## src/hw/rtl/pdcf_pkg.sv

```systemverilog
// shared types, constants and helpers for the packet deframer and channel filter
package pdcf_pkg;

   localparam int CHANNELS_DEF    = 8;
   localparam int DATA_OFFSET_DEF = 6;

   localparam int SAMPLE_W = 32;
   localparam int VALUE_W  = 48;
   localparam int GAIN_W   = 17;
   localparam int LIMIT_W  = 16;
   localparam int MARKER_W = 8;
   localparam int MASK_W   = 8;
   localparam int INDEX_W  = 3;
   localparam int CSR_IDX_W  = 3;
   localparam int CSR_DATA_W = 17;
   localparam int MAG_W    = VALUE_W + 1;
   localparam int HI_W     = MAG_W - 16 + GAIN_W;
   localparam int LO_W     = 16 + GAIN_W;
   localparam int WIDE_W   = VALUE_W + 3;

   localparam logic [GAIN_W-1:0] UNITY = 17'd65536;

   // register indexes
   localparam logic [CSR_IDX_W-1:0] REG_START_MARKER  = 3'd0;
   localparam logic [CSR_IDX_W-1:0] REG_END_MARKER    = 3'd1;
   localparam logic [CSR_IDX_W-1:0] REG_SMOOTH_GAIN   = 3'd2;
   localparam logic [CSR_IDX_W-1:0] REG_DC_GAIN       = 3'd3;
   localparam logic [CSR_IDX_W-1:0] REG_DC_STEP_LIMIT = 3'd4;
   localparam logic [CSR_IDX_W-1:0] REG_CHANNEL_EN    = 3'd5;

   localparam logic [MARKER_W-1:0] START_MARKER_RST = 8'd160;
   localparam logic [MARKER_W-1:0] END_MARKER_RST   = 8'd192;
   localparam logic [GAIN_W-1:0]   SMOOTH_GAIN_RST  = 17'd19661;
   localparam logic [GAIN_W-1:0]   DC_GAIN_RST      = 17'd6554;
   localparam logic [LIMIT_W-1:0]  DC_LIMIT_RST     = 16'd66;
   localparam logic [MASK_W-1:0]   CHANNEL_EN_RST   = 8'd255;

   localparam logic signed [WIDE_W-1:0] MAX48_WIDE = 51'sh0_7FFF_FFFF_FFFF;
   localparam logic signed [WIDE_W-1:0] MIN48_WIDE = 51'sh7_8000_0000_0000;

   typedef enum logic [5:0] {
      ST_RECV = 6'b000001,
      ST_DIFF = 6'b000010,
      ST_MUL  = 6'b000100,
      ST_SUM  = 6'b001000,
      ST_UPD  = 6'b010000,
      ST_OUT  = 6'b100000
   } state_type;

   typedef struct packed {
      logic shift;
      logic rotate;
   } cell_ctl_type;

   typedef struct packed {
      logic diff;
      logic mul;
      logic sum;
   } stage_ctl_type;

   function automatic logic signed [VALUE_W-1:0] sat48(input logic signed [WIDE_W-1:0] v);
      logic signed [VALUE_W-1:0] r;
      if (v > MAX48_WIDE) begin
         r = MAX48_WIDE[VALUE_W-1:0];
      end else if (v < MIN48_WIDE) begin
         r = MIN48_WIDE[VALUE_W-1:0];
      end else begin
         r = v[VALUE_W-1:0];
      end
      return r;
   endfunction

endpackage

```

## src/hw/rtl/pdcf_scale.sv

```systemverilog
// gain scaling pipeline: sign(e) * floor(|e| * g / 65536) over three stages
module pdcf_scale (
   input  logic                                  clock,
   input  pdcf_pkg::stage_ctl_type               ctl,
   input  logic signed [pdcf_pkg::VALUE_W-1:0]   target,
   input  logic signed [pdcf_pkg::VALUE_W-1:0]   current,
   input  logic [pdcf_pkg::GAIN_W-1:0]           gain,
   output logic [pdcf_pkg::HI_W-1:0]             q_out,
   output logic                                  neg_out
);

   logic signed [pdcf_pkg::MAG_W-1:0] err;
   logic [pdcf_pkg::MAG_W-1:0] mag_ff, mag_in;
   logic neg_ff, neg_in, neg2_ff, neg3_ff;
   logic [pdcf_pkg::HI_W-1:0] hi_ff, hi_in;
   logic [pdcf_pkg::LO_W-1:0] lo_ff, lo_in;
   logic [pdcf_pkg::HI_W-1:0] q_ff, q_in;

   always_comb begin
      err    = pdcf_pkg::MAG_W'(target) - pdcf_pkg::MAG_W'(current);
      neg_in = err[pdcf_pkg::MAG_W-1];
      mag_in = neg_in ? pdcf_pkg::MAG_W'(-err) : pdcf_pkg::MAG_W'(err);
      hi_in  = pdcf_pkg::HI_W'(mag_ff[pdcf_pkg::MAG_W-1:16]) * pdcf_pkg::HI_W'(gain);
      lo_in  = pdcf_pkg::LO_W'(mag_ff[15:0]) * pdcf_pkg::LO_W'(gain);
      q_in   = hi_ff + pdcf_pkg::HI_W'(lo_ff[pdcf_pkg::LO_W-1:16]);
   end

   always_ff @(posedge clock) begin
      if (ctl.diff) begin
         mag_ff <= mag_in;
         neg_ff <= neg_in;
      end
      if (ctl.mul) begin
         hi_ff   <= hi_in;
         lo_ff   <= lo_in;
         neg2_ff <= neg_ff;
      end
      if (ctl.sum) begin
         q_ff    <= q_in;
         neg3_ff <= neg2_ff;
      end
   end

   assign q_out   = q_ff;
   assign neg_out = neg3_ff;

endmodule

```

## config.mk

```make
export PLATFORM = sky130hd
export DESIGN_NAME = pdcf_scale
export DESIGN_NICKNAME = d
export VERILOG_FILES = /design/src/hw/rtl/pdcf_pkg.sv /design/src/hw/rtl/pdcf_scale.sv
export SDC_FILE = /design/constraint.sdc
export NUM_CORES = 2
export LEC_CHECK = 0
export ABC_AREA = 0
export BUFFER_PORTS_ARGS = -buffer_cell sky130_fd_sc_hd__buf_4
export CORE_MARGIN = 2
export CORE_UTILIZATION = 65
export DETAILED_ROUTE_END_ITERATION = 7
export PLACE_DENSITY = 0.84
export SLEW_MARGIN = 20
export SYNTH_ARGS = -nofsm -noshare
export SYNTH_HDL_FRONTEND = slang
export SYNTH_SLANG_ARGS = --single-unit
```

## constraint.sdc

```tcl
create_clock -name clock -period 17.4 [get_ports clock]
set_input_delay 0.87 -clock clock [delete_from_list [all_inputs] [get_ports clock]]
set_output_delay 0.87 -clock clock [all_outputs]
set_load 0.005 [all_outputs]
```

==> impl_metrics.tcl <==
set metrics [dict create \
    htreeDepth 4 \
    slew_headroom_pct 32.1 \
    arrival_ps 7660 \
    syn_inst 4145 \
    clockBufferDepth 2 \
    synth_fp_nets 5227 \
    clock-sinks 169 \
    ctsResizeCount 0 \
    dp_hpwl_um 68000 \
    seq_area_frac_synth_pct 13.7 \
    hold_depth 0 \
    rr_startpoint "mag_ff[28]" \
    core_sq_mm 0.0564 \
    grt_max_degree 69 \
    drv_slew 0 \
    syn_avg_cell_area_sq_um 8.95 \
    path_common_cell "fa_1" \
    synth_edf_count 169 \
    finalSetupViolCount 0 \
    setup_ws_ps 9990 \
    root_buffer "clkbuf_16" \
    crit_buf_inv 5 \
    finalCritPeriodShare_pct 42.6 \
    async_flop_share_pct 0 \
    via_count 28269 \
    vias_per_cell 5.76 \
    dieWidth_um 243 \
    cts_tree "built" \
    period_needed_ps 7410 \
    syn-cell-area_sq_mm 0.0371 \
    finClkSkew_ps 21.7 \
    ys_warn_count 0 \
    worstHoldStart "neg2_ff" \
    rsz0062_at_grt "false" \
    worstMarginPinSlew_ps 992 \
    layout_common_cells "inv_1 (881), fa_1 (673), nand2_1 (648)" \
    endpoint_kind "flip-flop" \
    path_max_fanout 49 \
    crit_slowest_cell "fa_1" \
    post-cts-setup-buffers 0 \
    tns_ps 0 \
    grt_first_pass_wirelength_um 148000 \
    cts_made_buffers 17 \
    final_nets 5223 \
    yosys_register_bits 169 \
    layout_commonest_cell "inv_1" \
    routed_wirelength_um 89800 \
    die_area_sq_mm 0.0590 \
    grt_pass1_vias 29771 \
    grt_overflow_total 0 \
    drt_iter0_drc 2086 \
    antenna_cells 0 \
    first_pass_iters 6 \
    synthFlopType "edfxtp_1" \
    syn_to_final_growth_pct 5.35 \
    cp_cell_sequence "buf_4, nand2_1, fa_1, inv_1, fa_1, fa_1, inv_1, fa_1, inv_1, fa_1, fa_1, ha_1, a21o_1, a21o_1, a21oi_1, o21ai_0, a2111oi_0, buf_4, o31ai_1, a41oi_1, a21oi_1, a21oi_1, o21bai_1, xnor2_1" \
    worst_path_largest_cell_delay_ps 570 \
    pin_count 168 \
    synth.distinct_cells 84 \
    pre_cts_slack_ps 9560 \
    crit_type "in2reg" \
    timing.fmax_ghz 0.135 \
    grt_use_total_pct 31.7 \
    crit_cells 24 \
    crit_path_start "gain[11]" \
    start_util_pct 65.8 \
    cap_viol_max_count 0 \
    whs_ps 430 \
    post-route-drc-count 0 \
    clock_latency_ps 490 \
    rr_worst_depth 22 \
    hold_class "reg2reg" \
    cp_data_required_time_ps 17650 \
    hold_buffers 0 \
    drtAntennaViolNets 0 \
    avgRoutedWirePerCell_um 18.3 \
    num_rows 87 \
    antenna_found_initial 1 \
    drive_gt1_share_pct 5.54 \
    status "completed" \
    path_clk_slew_ps 90 \
    critPathLaunchType "input pin" \
    die_h_um 243 \
    finalHoldViolations 0 \
    critical_path.top_delay_family "adder cells" \
    routabilityCongestion 0.947 \
    port_buffers 167 \
]
[through the flow]
| stage | cell area (sq um) | cells | utilization [%] |
|---|---|---|---|
| after floorplan | 37100 | 4145 | - |
| after global placement | 38500 | 4878 | 68.3 |
| after detailed placement | 38500 | 4878 | 68.3 |
| after CTS | 39100 | 4909 | 69.3 |
| after global routing | 39100 | 4909 | 69.3 |
| final | 39100 | 4909 | 69.3 |
[area by class of cell]
type                            instances  area, sq um
Inverter                              881         3310
Sequential cell                       169         5070
Multi-Input combinational cell       2903        27900
Clock buffer                           19          433
Timing Repair Buffer                  169         1270
Clock inverter                         12         92.6
Tap cell                              756          946
Fill cell                            4319        17300
[Yosys cell counts, types with 25 or more instances]
cell        n  area (sq um)
nand2_1   648          2430
a21oi_1   133           666
xnor2_1   132          1160
xor2_1     54           473
a21o_1     52           390
nand4_1    25           156
and2_1    317          1980
fa_1      673         13500
clkbuf_1  180           676
edfxtp_1  169          5070
inv_1     881          3310
o21ai_0   100           500
ha_1      292          3650
nor2_1    105           394
nand3_1    51           255
[layer usage]
metal / global-route usage [%] / part of all wire [%] / up-vias
li1: - / - / 12736
met1: 39.8 / 38 / 13750
met2: 52.9 / 48 / 1476
met3: 7.28 / 10 / 305
met4: 13.3 / 4.2 / 2
met5: 0 / 0.0089 / -
[path summary, 6_finish.rpt]
kind | slack (ps) | end
setup / recovery | 9990 | lo_ff[32]
hold / removal | 430 | neg_out
setup reg to reg | 10040 | hi_ff[48]
hold reg to reg | 430 | neg_out
[state kept, by name (all words and copies together) (netlist names)]
signal   flops
q_out       50
lo_ff       17
mag_ff      49
neg_out      1
neg2_ff      1
neg_ff       1
hi_ff       50
[cells by family after synthesis]
logic type               share of synthesized area, %
AND/OR/NAND/NOR                                  16.7
buffers and inverters                            11.0
adder cells (fa/ha/maj)                          46.2
AO/OA/AOI/OAI                                    7.78
XOR/XNOR                                         4.39
flip-flops                                       13.7
multiplexers                                    0.250
Power is not shown: default switching activity piles up to over one toggle a cycle in this logic, so the estimate is an artifact.
